<file path="config.mk">
export PLATFORM = sky130hd
export DESIGN_NAME = mailbox_flag_and_light_controller
export DESIGN_NICKNAME = d
export VERILOG_FILES = /design/src/hdl/mflc_pkg.sv /design/src/hdl/mflc_cfg.sv /design/src/hdl/mflc_in_reg.sv /design/src/hdl/mflc_core.sv /design/src/hdl/mailbox_flag_and_light_controller.sv
export SDC_FILE = /design/constraint.sdc
export NUM_CORES = 1
export LEC_CHECK = 0
export CAP_MARGIN = 0
export CORE_ASPECT_RATIO = 1.2
export CORE_MARGIN = 2
export CORE_UTILIZATION = 60
export CTS_CLUSTER_SIZE = 12
export DETAILED_ROUTE_END_ITERATION = 10
export DONT_BUFFER_PORTS = 1
export GPL_ROUTABILITY_DRIVEN = 0
export PLACE_DENSITY = 0.84
export SYNTH_ARGS = -nofsm -noshare
export SYNTH_HDL_FRONTEND = slang
export SYNTH_SLANG_ARGS = --single-unit
</file>
<file path="constraint.sdc">
create_clock -name clk_i -period 17.45 [get_ports clk_i]
set_input_delay 1.745 -clock clk_i [delete_from_list [all_inputs] [get_ports clk_i]]
set_output_delay 1.745 -clock clk_i [all_outputs]
set_load 0.02 [all_outputs]
</file>
<file path="src/hdl/mflc_pkg.sv">
// Shared types and constants for the mailbox flag and light controller.
`default_nettype none

package mflc_pkg;

  // Event kinds carried by an input item.
  typedef enum logic [1:0] {
    KindDoor = 2'd0,
    KindBeam = 2'd1,
    KindTick = 2'd2
  } kind_e;

  // Configuration register map.
  localparam int CfgIdxW  = 4;
  localparam int CfgDataW = 16;

  typedef enum logic [CfgIdxW-1:0] {
    CfgFlagUp     = 4'd0,
    CfgFlagDown   = 4'd1,
    CfgFlagHold   = 4'd2,
    CfgLightRamp  = 4'd3
  } cfg_idx_e;

  // Register reset values.
  localparam logic [15:0] FlagUpReset    = 16'd670;
  localparam logic [15:0] FlagDownReset  = 16'd1350;
  localparam logic [7:0]  FlagHoldReset  = 8'd150;
  localparam logic [7:0]  LightRampReset = 8'd150;

  localparam logic [7:0] FullDuty = 8'd255;

  // Ramp duty is count^2 / 88. Split 88 into 8 * 11: shift by three, then
  // multiply by a reciprocal of 11 that is exact for inputs below 2^15.
  localparam int SqW          = 16;
  localparam int RampDivisor  = 88;
  localparam int RampPow2Sh   = 3;
  localparam int RampOdd      = RampDivisor >> RampPow2Sh;
  localparam int RecipShift   = 15;
  localparam int RecipMul     = ((1 << RecipShift) + RampOdd - 1) / RampOdd;
  localparam int RecipW       = $clog2(RecipMul + 1);
  localparam int RampXW       = SqW - RampPow2Sh;
  localparam int RampProdW    = RampXW + RecipW;
  localparam int RampQW       = RampProdW - RecipShift;

  typedef struct packed {
    logic [15:0] flag_up;
    logic [15:0] flag_down;
    logic [7:0]  flag_hold;
    logic [7:0]  light_ramp;
  } cfg_t;

  typedef struct packed {
    logic [1:0] kind;
    logic       level;
  } item_t;

endpackage

`default_nettype wire

</file>
<file path="src/hdl/mflc_cfg.sv">
// Configuration register file for the mailbox flag and light controller.
`default_nettype none

module mflc_cfg (
  input  wire                           clk_i,
  input  wire                           rst_ni,
  input  wire                           cfg_valid_i,
  output logic                          cfg_ready_o,
  input  wire [mflc_pkg::CfgIdxW-1:0]   cfg_index_i,
  input  wire [mflc_pkg::CfgDataW-1:0]  cfg_data_i,
  output mflc_pkg::cfg_t                cfg_o
);

  mflc_pkg::cfg_t cfg_q, cfg_d;
  logic           wr_en;

  assign cfg_ready_o = 1'b1;
  assign wr_en       = cfg_valid_i & cfg_ready_o;

  always_comb begin
    cfg_d = cfg_q;
    if (wr_en) begin
      case (cfg_index_i)
        mflc_pkg::CfgFlagUp:    cfg_d.flag_up    = cfg_data_i;
        mflc_pkg::CfgFlagDown:  cfg_d.flag_down  = cfg_data_i;
        mflc_pkg::CfgFlagHold:  cfg_d.flag_hold  = cfg_data_i[7:0];
        mflc_pkg::CfgLightRamp: cfg_d.light_ramp = cfg_data_i[7:0];
        default: ;  // drop writes outside the map
      endcase
    end
  end

  always_ff @(posedge clk_i or negedge rst_ni) begin
    if (!rst_ni) begin
      cfg_q.flag_up    <= mflc_pkg::FlagUpReset;
      cfg_q.flag_down  <= mflc_pkg::FlagDownReset;
      cfg_q.flag_hold  <= mflc_pkg::FlagHoldReset;
      cfg_q.light_ramp <= mflc_pkg::LightRampReset;
    end else begin
      cfg_q <= cfg_d;
    end
  end

  assign cfg_o = cfg_q;

endmodule

`default_nettype wire

</file>
<file path="src/hdl/mflc_in_reg.sv">
// Input register stage: captures one event item and holds it until taken.
`default_nettype none

module mflc_in_reg (
  input  wire                clk_i,
  input  wire                rst_ni,
  input  wire                in_valid_i,
  output logic               in_stall_o,
  input  wire [1:0]          kind_i,
  input  wire                level_i,
  input  wire                take_i,
  output logic               item_valid_o,
  output mflc_pkg::item_t    item_o
);

  logic            valid_q, valid_d;
  mflc_pkg::item_t item_q, item_d;
  logic            load;

  // Refill whenever the stage is empty or its item leaves this cycle.
  assign in_stall_o = valid_q & ~take_i;
  assign load       = in_valid_i & ~in_stall_o;

  always_comb begin
    valid_d = valid_q;
    item_d  = item_q;
    if (load) begin
      valid_d      = 1'b1;
      item_d.kind  = kind_i;
      item_d.level = level_i;
    end else if (take_i) begin
      valid_d = 1'b0;
    end
  end

  always_ff @(posedge clk_i or negedge rst_ni) begin
    if (!rst_ni) begin
      valid_q <= 1'b0;
    end else begin
      valid_q <= valid_d;
    end
  end

  always_ff @(posedge clk_i) begin
    item_q <= item_d;
  end

  assign item_valid_o = valid_q;
  assign item_o       = item_q;

endmodule

`default_nettype wire

</file>
<file path="src/hdl/mflc_core.sv">
// Event update logic and result register of the mailbox controller.
`default_nettype none

module mflc_core (
  input  wire               clk_i,
  input  wire               rst_ni,
  input  mflc_pkg::cfg_t    cfg_i,
  input  wire               item_valid_i,
  input  mflc_pkg::item_t   item_i,
  output logic              take_o,
  output logic              out_valid_o,
  input  wire               out_stall_i,
  output logic [15:0]       servo_compare_o,
  output logic [7:0]        light_duty_o,
  output logic              light_drive_enable_o,
  output logic              door_indicator_o,
  output logic              beam_indicator_o,
  output logic              flag_is_up_o,
  output logic              door_is_open_o
);

  typedef enum logic [1:0] {
    PhOff  = 2'd0,
    PhOn   = 2'd1,
    PhRamp = 2'd2
  } phase_e;

  logic                 out_valid_q, out_valid_d;
  logic                 door_q, door_d;
  logic                 beam_led_q, beam_led_d;
  logic                 flag_q, flag_d;
  logic [7:0]           flag_cnt_q, flag_cnt_d;
  phase_e               phase_q, phase_d;
  logic [7:0]           light_cnt_q, light_cnt_d;
  logic [mflc_pkg::SqW-1:0] sq_q, sq_d;
  logic [15:0]          servo_q, servo_d;
  logic [7:0]           duty_q, duty_d;

  logic [7:0]                     flag_cnt_inc;
  logic [7:0]                     light_cnt_inc;
  logic [mflc_pkg::SqW-1:0]       sq_inc;
  logic [mflc_pkg::RampXW-1:0]    ramp_x;
  logic [mflc_pkg::RampProdW-1:0] ramp_prod;
  logic [mflc_pkg::RampQW-1:0]    ramp_quo;
  logic [7:0]                     ramp_duty;

  // Advance when an item waits and the result register is free or emptying.
  assign take_o = item_valid_i & (~out_valid_q | ~out_stall_i);

  // Running square of the light count: (c+1)^2 = c^2 + 2c + 1.
  assign flag_cnt_inc  = flag_cnt_q + 8'd1;
  assign light_cnt_inc = light_cnt_q + 8'd1;
  assign sq_inc        = sq_q + mflc_pkg::SqW'({light_cnt_q, 1'b1});
  assign ramp_x        = sq_inc[mflc_pkg::SqW-1:mflc_pkg::RampPow2Sh];
  assign ramp_prod     = mflc_pkg::RampProdW'(ramp_x) *
                         mflc_pkg::RampProdW'(mflc_pkg::RecipMul);
  assign ramp_quo      = ramp_prod[mflc_pkg::RampProdW-1:mflc_pkg::RecipShift];
  assign ramp_duty     = (ramp_quo > mflc_pkg::RampQW'(mflc_pkg::FullDuty)) ?
                         mflc_pkg::FullDuty : ramp_quo[7:0];

  always_comb begin
    out_valid_d = out_valid_q;
    door_d      = door_q;
    beam_led_d  = beam_led_q;
    flag_d      = flag_q;
    flag_cnt_d  = flag_cnt_q;
    phase_d     = phase_q;
    light_cnt_d = light_cnt_q;
    sq_d        = sq_q;
    servo_d     = servo_q;
    duty_d      = duty_q;

    if (take_o) begin
      out_valid_d = 1'b1;
    end else if (!out_stall_i) begin
      out_valid_d = 1'b0;
    end

    if (take_o) begin
      case (item_i.kind)
        mflc_pkg::KindDoor: begin
          if (!door_q && item_i.level) begin
            door_d      = 1'b1;
            duty_d      = 8'd0;
            light_cnt_d = 8'd0;
            sq_d        = '0;
            phase_d     = PhRamp;
          end else if (door_q && !item_i.level) begin
            door_d  = 1'b0;
            duty_d  = 8'd0;
            phase_d = PhOff;
          end
        end
        mflc_pkg::KindBeam: begin
          if (item_i.level) begin
            beam_led_d = 1'b0;
          end else begin
            beam_led_d = 1'b1;
            flag_cnt_d = 8'd0;
            if (!flag_q) begin
              servo_d = cfg_i.flag_up;
              flag_d  = 1'b1;
            end
          end
        end
        mflc_pkg::KindTick: begin
          if (flag_q) begin
            flag_cnt_d = flag_cnt_inc;
            if (flag_cnt_inc >= cfg_i.flag_hold) begin
              servo_d = cfg_i.flag_down;
              flag_d  = 1'b0;
            end
          end
          if (phase_q == PhRamp) begin
            light_cnt_d = light_cnt_inc;
            sq_d        = sq_inc;
            if (light_cnt_inc >= cfg_i.light_ramp) begin
              phase_d = PhOn;
              duty_d  = mflc_pkg::FullDuty;
            end else begin
              duty_d = ramp_duty;
            end
          end
        end
        default: ;  // unused kind: state unchanged
      endcase
    end
  end

  always_ff @(posedge clk_i or negedge rst_ni) begin
    if (!rst_ni) begin
      out_valid_q <= 1'b0;
      door_q      <= 1'b0;
      beam_led_q  <= 1'b0;
      flag_q      <= 1'b0;
      flag_cnt_q  <= 8'd0;
      phase_q     <= PhOff;
      light_cnt_q <= 8'd0;
      sq_q        <= '0;
      servo_q     <= mflc_pkg::FlagDownReset;
      duty_q      <= 8'd0;
    end else begin
      out_valid_q <= out_valid_d;
      door_q      <= door_d;
      beam_led_q  <= beam_led_d;
      flag_q      <= flag_d;
      flag_cnt_q  <= flag_cnt_d;
      phase_q     <= phase_d;
      light_cnt_q <= light_cnt_d;
      sq_q        <= sq_d;
      servo_q     <= servo_d;
      duty_q      <= duty_d;
    end
  end

  // Drive enable and door LED track the door state exactly.
  assign out_valid_o          = out_valid_q;
  assign servo_compare_o      = servo_q;
  assign light_duty_o         = duty_q;
  assign light_drive_enable_o = door_q;
  assign door_indicator_o     = door_q;
  assign beam_indicator_o     = beam_led_q;
  assign flag_is_up_o         = flag_q;
  assign door_is_open_o       = door_q;

`ifndef NO_ASSERTIONS
  a_sq_tracks_count: assert property (@(posedge clk_i) disable iff (!rst_ni)
    sq_q == mflc_pkg::SqW'({8'd0, light_cnt_q} * {8'd0, light_cnt_q}))
    else $error("running square out of step with light count");

  a_door_vs_phase: assert property (@(posedge clk_i) disable iff (!rst_ni)
    door_q == (phase_q != PhOff))
    else $error("light phase disagrees with door state");

  a_off_zero_duty: assert property (@(posedge clk_i) disable iff (!rst_ni)
    (phase_q == PhOff) |-> (duty_q == 8'd0))
    else $error("nonzero duty with light off");

  a_raise_flag: assert property (@(posedge clk_i) disable iff (!rst_ni)
    (take_o && item_i.kind == mflc_pkg::KindBeam && !item_i.level && !flag_q)
    |=> (flag_q && servo_q == $past(cfg_i.flag_up)))
    else $error("beam break did not raise the flag");

  a_hold_when_idle: assert property (@(posedge clk_i) disable iff (!rst_ni)
    !take_o |=> ($stable(servo_q) && $stable(duty_q) && $stable(flag_q)))
    else $error("state moved without an item");
`endif

endmodule

`default_nettype wire

</file>
<file path="src/hdl/mailbox_flag_and_light_controller.sv">
// Top level of the mailbox flag and light controller.
//
//   channel  direction  handshake                 payload
//   -------  ---------  ------------------------  ------------------------------------
//   in       sink       in_valid_i / in_stall_o    kind_i, level_i
//   out      source     out_valid_o / out_stall_i  servo_compare_o, light_duty_o,
//                                                  light_drive_enable_o, door_indicator_o,
//                                                  beam_indicator_o, flag_is_up_o,
//                                                  door_is_open_o
//   cfg      sink       cfg_valid_i / cfg_ready_o  cfg_index_i, cfg_data_i
//
// One item per cycle sustained while out_stall_i is low; an accepted item
// passes the input register, then the state/result register, before its
// result is presented on the out channel.
// The whole event update is one pass of short logic; the light ramp divide by
// 88 is a shift plus one 13x12 reciprocal multiply on a running square.
// Reset clears all state, loads register defaults and parks the servo at the
// down compare value. Configuration is always ready.
// An output stall holds the result register and all state; the input register
// then fills and raises in_stall_o.
`default_nettype none

module mailbox_flag_and_light_controller (
  input  wire                           clk_i,
  input  wire                           rst_ni,
  // event items
  input  wire                           in_valid_i,
  output logic                          in_stall_o,
  input  wire [1:0]                     kind_i,
  input  wire                           level_i,
  // result items
  output logic                          out_valid_o,
  input  wire                           out_stall_i,
  output logic [15:0]                   servo_compare_o,
  output logic [7:0]                    light_duty_o,
  output logic                          light_drive_enable_o,
  output logic                          door_indicator_o,
  output logic                          beam_indicator_o,
  output logic                          flag_is_up_o,
  output logic                          door_is_open_o,
  // register writes
  input  wire                           cfg_valid_i,
  output logic                          cfg_ready_o,
  input  wire [mflc_pkg::CfgIdxW-1:0]   cfg_index_i,
  input  wire [mflc_pkg::CfgDataW-1:0]  cfg_data_i
);

  mflc_pkg::cfg_t  cfg;
  mflc_pkg::item_t item;
  logic            item_valid;
  logic            take;

  // Register file: flag compares, hold and ramp lengths.
  mflc_cfg u_cfg (
    .clk_i       (clk_i),
    .rst_ni      (rst_ni),
    .cfg_valid_i (cfg_valid_i),
    .cfg_ready_o (cfg_ready_o),
    .cfg_index_i (cfg_index_i),
    .cfg_data_i  (cfg_data_i),
    .cfg_o       (cfg)
  );

  // Capture the incoming event; hold it while the result side is blocked.
  mflc_in_reg u_in_reg (
    .clk_i        (clk_i),
    .rst_ni       (rst_ni),
    .in_valid_i   (in_valid_i),
    .in_stall_o   (in_stall_o),
    .kind_i       (kind_i),
    .level_i      (level_i),
    .take_i       (take),
    .item_valid_o (item_valid),
    .item_o       (item)
  );

  // Apply the event to door, beam, flag and light state; the state registers
  // double as the result register.
  mflc_core u_core (
    .clk_i                (clk_i),
    .rst_ni               (rst_ni),
    .cfg_i                (cfg),
    .item_valid_i         (item_valid),
    .item_i               (item),
    .take_o               (take),
    .out_valid_o          (out_valid_o),
    .out_stall_i          (out_stall_i),
    .servo_compare_o      (servo_compare_o),
    .light_duty_o         (light_duty_o),
    .light_drive_enable_o (light_drive_enable_o),
    .door_indicator_o     (door_indicator_o),
    .beam_indicator_o     (beam_indicator_o),
    .flag_is_up_o         (flag_is_up_o),
    .door_is_open_o       (door_is_open_o)
  );

endmodule

`default_nettype wire

</file>
==> impl_metrics.py <==
metrics = {
    "run_status": {
        "run_status": "finished, final reports clean",
    },
    "layout": {
        "post_route_non_filler_standard_cell_count": 994,
        "multi_input_area_mm2": 0.00523,
        "final_area_mm2": 0.00936,
        "final_layout_size_suffix_gt1_share_pct": 18.0,
        "area_delta_synth_final_pct": 8.93,
        "antennaDiodeCount": 0,
        "num-fill-cells": 959,
        "seq_area_mm2": 0.00290,
        "design.final.nets": 989,
    },
    "synth": {
        "dominantRegCellSynth": "dfrtp_1",
        "synthesis.nets": 982,
        "avgSynthCellArea_um2": 10.7,
        "yosys-top-cells-area": "dfrtp_1 (25%), ha_1 (16%), mux2_2 (9.7%), fa_1 (9.6%), dfstp_2 (7.3%)",
        "post-synth-top-area-cell": "dfrtp_1",
        "post_synth_instance_area_mm2": 0.00859,
        "netlist.area_leader.share_pct": 25.3,
        "ys_async_sr_fraction_pct": 97.4,
        "ys_seq_area_share_pct": 33.7,
        "synth.yosys.warnings": 0,
        "yosysUniqueCellTypes": 60,
        "number_of_enable_type_register_cells_in_the_synthesized_netlist": 3,
        "count_of_mapped_cells_out_of_synthesis": 803,
        "postSynthRegisterBits": 114,
    },
    "clocking": {
        "postCtsResizedCells": 0,
        "cts-root-to-sink-buffers": 2,
        "postcts_setup_bufs": 0,
        "htree_num_levels": 4,
        "clock_insertion_delay_worst_skew_ns": 0.41,
        "numCtsBuffers": 17,
        "path_clk_slew_ns": 0.06,
        "clock_sink_count": 114,
        "tritoncts": "yes",
        "cts_root_buf": "clkbuf_16",
        "cts-hold-fix-buffers": 0,
    },
    "placement": {
        "place.port_buffers": 0,
        "post-dp-hpwl_mm": 12.8,
        "dp.cells": 962,
        "dpl_cell_area_mm2": 0.00876,
    },
    "sta": {
        "fin_skew_ns": 0.00782,
        "part_of_the_cycle_the_worst_path_needs_pct": 40.9,
        "timing.max_slew.rel_slack_pct": 29.8,
        "hold_violations": 0,
        "layout_min_cycle_time_ns": 7.14,
        "report.final.slew_viol_count": 0,
        "grt_setup_unrepaired": "false",
        "maxClockFrequency_mhz": 140,
        "setup_viol": 0,
        "worst-slew-pin-transition_ns": 1.05,
        "setup_total_negative_slack_ns": 0,
    },
    "routing": {
        "antenna_violating_nets_post_route": 0,
        "route.final.wire_length_mm": 17.7,
        "detail_route.wl_per_cell_um": 17.8,
        "dr.pass1.iters": 5,
        "viasPerCell": 5.96,
        "detail_route.drc_violations": 0,
        "vias": 5923,
        "detail_route.iter0.violations": 308,
    },
    "worst_setup_path": {
        "crit_arrival_ns": 7.44,
        "worstSetupPathType": "reg -> reg",
        "r2r_setup_slack_ns": 10.31,
        "depth_of_the_worst_register_to_register_path": 24,
        "reg2reg_launch_point": "u_core.light_cnt_q[0]",
        "crit_required_ns": 17.75,
        "path_max_fanout": 8,
        "critical_path.startpoint_type": "register",
        "critPathCaptureType": "register",
        "endpoint_of_the_worst_register_to_register_path": "u_core.light_duty_o[1]",
    },
    "die": {
        "starting_utilization_of_the_core_area_pct": 61.9,
        "design.die.area_mm2": 0.0153,
        "chipWidth_um": 113,
        "fp-row-count": 47,
        "die-height_um": 135,
        "placeableCoreArea_mm2": 0.0139,
        "io_pins": 60,
    },
    "grt": {
        "grt-ovfl-total": 0,
        "maximum_number_of_pins_on_one_net_before_global_route_repair": 112,
        "antenna_found_initial": 0,
        "grt_pass1_vias": 6311,
        "globalRouteTotalUtil_pct": 24.3,
        "first_pass_grt_wire_length_mm": 29.8,
    },
    "worst_hold_path": {
        "hp-class": "reg -> reg",
        "hold_path.startpoint": "u_core.sq_q[2]",
        "holdPathEnd": "u_core.sq_q[2]",
        "min_delay_path_depth": 2,
    },
    "power_and_ir_drop": {
        "leak_nw": 4.84,
        "total_power_mw": 0.927,
        "pwr_density_cell_mw_per_mm2": 99.1,
        "max-vdd-ir-drop_mv": 0.120,
    },
    "job": {
        "timing.max_cap.violations": 0,
    },
}
## routing by layer
metal / vias to the layer above / global-route usage, % / part of all wire, %
met5: - / 0 / 0
met2: 153 / 41.2 / 51
met4: 0 / 9.62 / 2.3
met1: 2925 / 30.6 / 42
met3: 31 / 5.16 / 4.6
li1: 2814 / - / -
## cell families after synthesis
kind of cell	after synthesis	synth area share, %
adders and majority gates	151	25.6
and+or+nand+nor	147	8.03
AOI/OAI and AO/OA	145	12.1
buffers and inverters	120	5.52
DFF	114	33.7
muxes	76	9.94
xor gates and xnor gates	49	5.08
other	1	0.0437
## worst max-delay path, stage by stage (launching register included)
cell,delay (ns)
dfrtp_1,0.46
ha_1,0.34
a211oi_1,0.26
nor2_1,0.12
o31ai_2,0.32
nand2b_1,0.09
a21oi_1,0.25
xnor2_1,0.41
ha_1,0.37
ha_1,0.32
xor2_1,0.17
fa_1,0.56
fa_1,0.56
inv_1,0.06
fa_1,0.53
inv_1,0.04
ha_1,0.36
and4_4,0.21
a221o_1,0.32
a31oi_4,0.24
o211ai_2,0.11
a21oi_1,0.20
xnor2_1,0.12
o31a_4,0.32
a221o_1,0.27
## cells in the mapped netlist (7+ instances only)
| library cell | number |
|---|---|
| fa_1 | 41 |
| nand3_1 | 18 |
| o21ai_0 | 37 |
| nor2_1 | 37 |
| mux2_2 | 74 |
| xnor2_1 | 28 |
| dfrtp_1 | 87 |
| a22o_1 | 14 |
| xor2_1 | 20 |
| ha_1 | 110 |
| clkbuf_1 | 9 |
| nand2_1 | 47 |
| dfstp_2 | 24 |
| inv_1 | 104 |
| nand2b_1 | 7 |
| nor2b_1 | 7 |
| a21o_1 | 14 |
| a21oi_1 | 23 |
## how the worst max path moves through the flow
stage / cells after the start / slack [ns] / start / to
detailed placement: 26 / 10.35 / u_core.light_cnt_q[0] / u_core.light_duty_o[7]
floorplan: 26 / 10.95 / u_core.sq_q[0] / u_core.light_duty_o[7]
finish: 24 / 10.31 / u_core.light_cnt_q[0] / u_core.light_duty_o[1]
CTS: 26 / 10.31 / u_core.light_cnt_q[0] / u_core.light_duty_o[1]
global placement: 26 / 10.61 / u_core.light_cnt_q[0] / u_core.light_duty_o[7]
global route: 26 / 9.87 / u_core.light_cnt_q[0] / u_core.light_duty_o[6]
## power breakdown
group / internal [mW] / switching [mW]
clock: 0.214 / 0.136
combinational: 0.0977 / 0.107
sequential: 0.321 / 0.0515
## sequential cells by signal, indices dropped and copies added (netlist names)
register                 cells
u_cfg.cfg_o                 48
u_core.beam_indicator_o      1
u_core.door_indicator_o      1
u_core.flag_cnt_q            8
u_core.flag_is_up_o          1
u_core.light_cnt_q           8
u_core.light_duty_o          8
u_core.out_valid_o           1
u_core.phase_q               2
u_core.servo_compare_o      16
u_core.sq_q                 16
u_in_reg.item_o              3
u_in_reg.item_valid_o        1
## through the flow
stage | hold slack [ns] | setup slack [ns] | util (%)
floorplan | 0.456 | 10.95 | -
global placement | 0.478 | 10.61 | 63.1
detailed placement | 0.481 | 10.35 | 63.1
CTS | 0.494 | 10.31 | 67.4
global route | 0.510 | 9.87 | 67.4
finish | 0.493 | 10.31 | 67.4
## cells in the final DEF (no fill, tap or decap), types with 7 or more instances in the layout
cell and n:
nor2_1 37, o21ai_0 37, dfstp_2 24, xor2_1 20, ha_1 110, nand2b_1 7
mux2_2 74, nand3_1 18, nand2_1 47, inv_1 104, a21oi_1 23, a22o_1 14
nor2b_1 7, dfrtp_1 87, a21o_1 14, xnor2_1 28, fa_1 41, clkbuf_16 17
## cell type report
class	count	area share (%)
Tap cell	171	2.29
Sequential cell	114	31.0
Clock buffer	17	4.55
Multi-Input combinational cell	569	55.9
Timing Repair Buffer	4	0.321
Inverter	104	4.17
Clock inverter	15	1.83
Power figures use the tool's default switching activity.
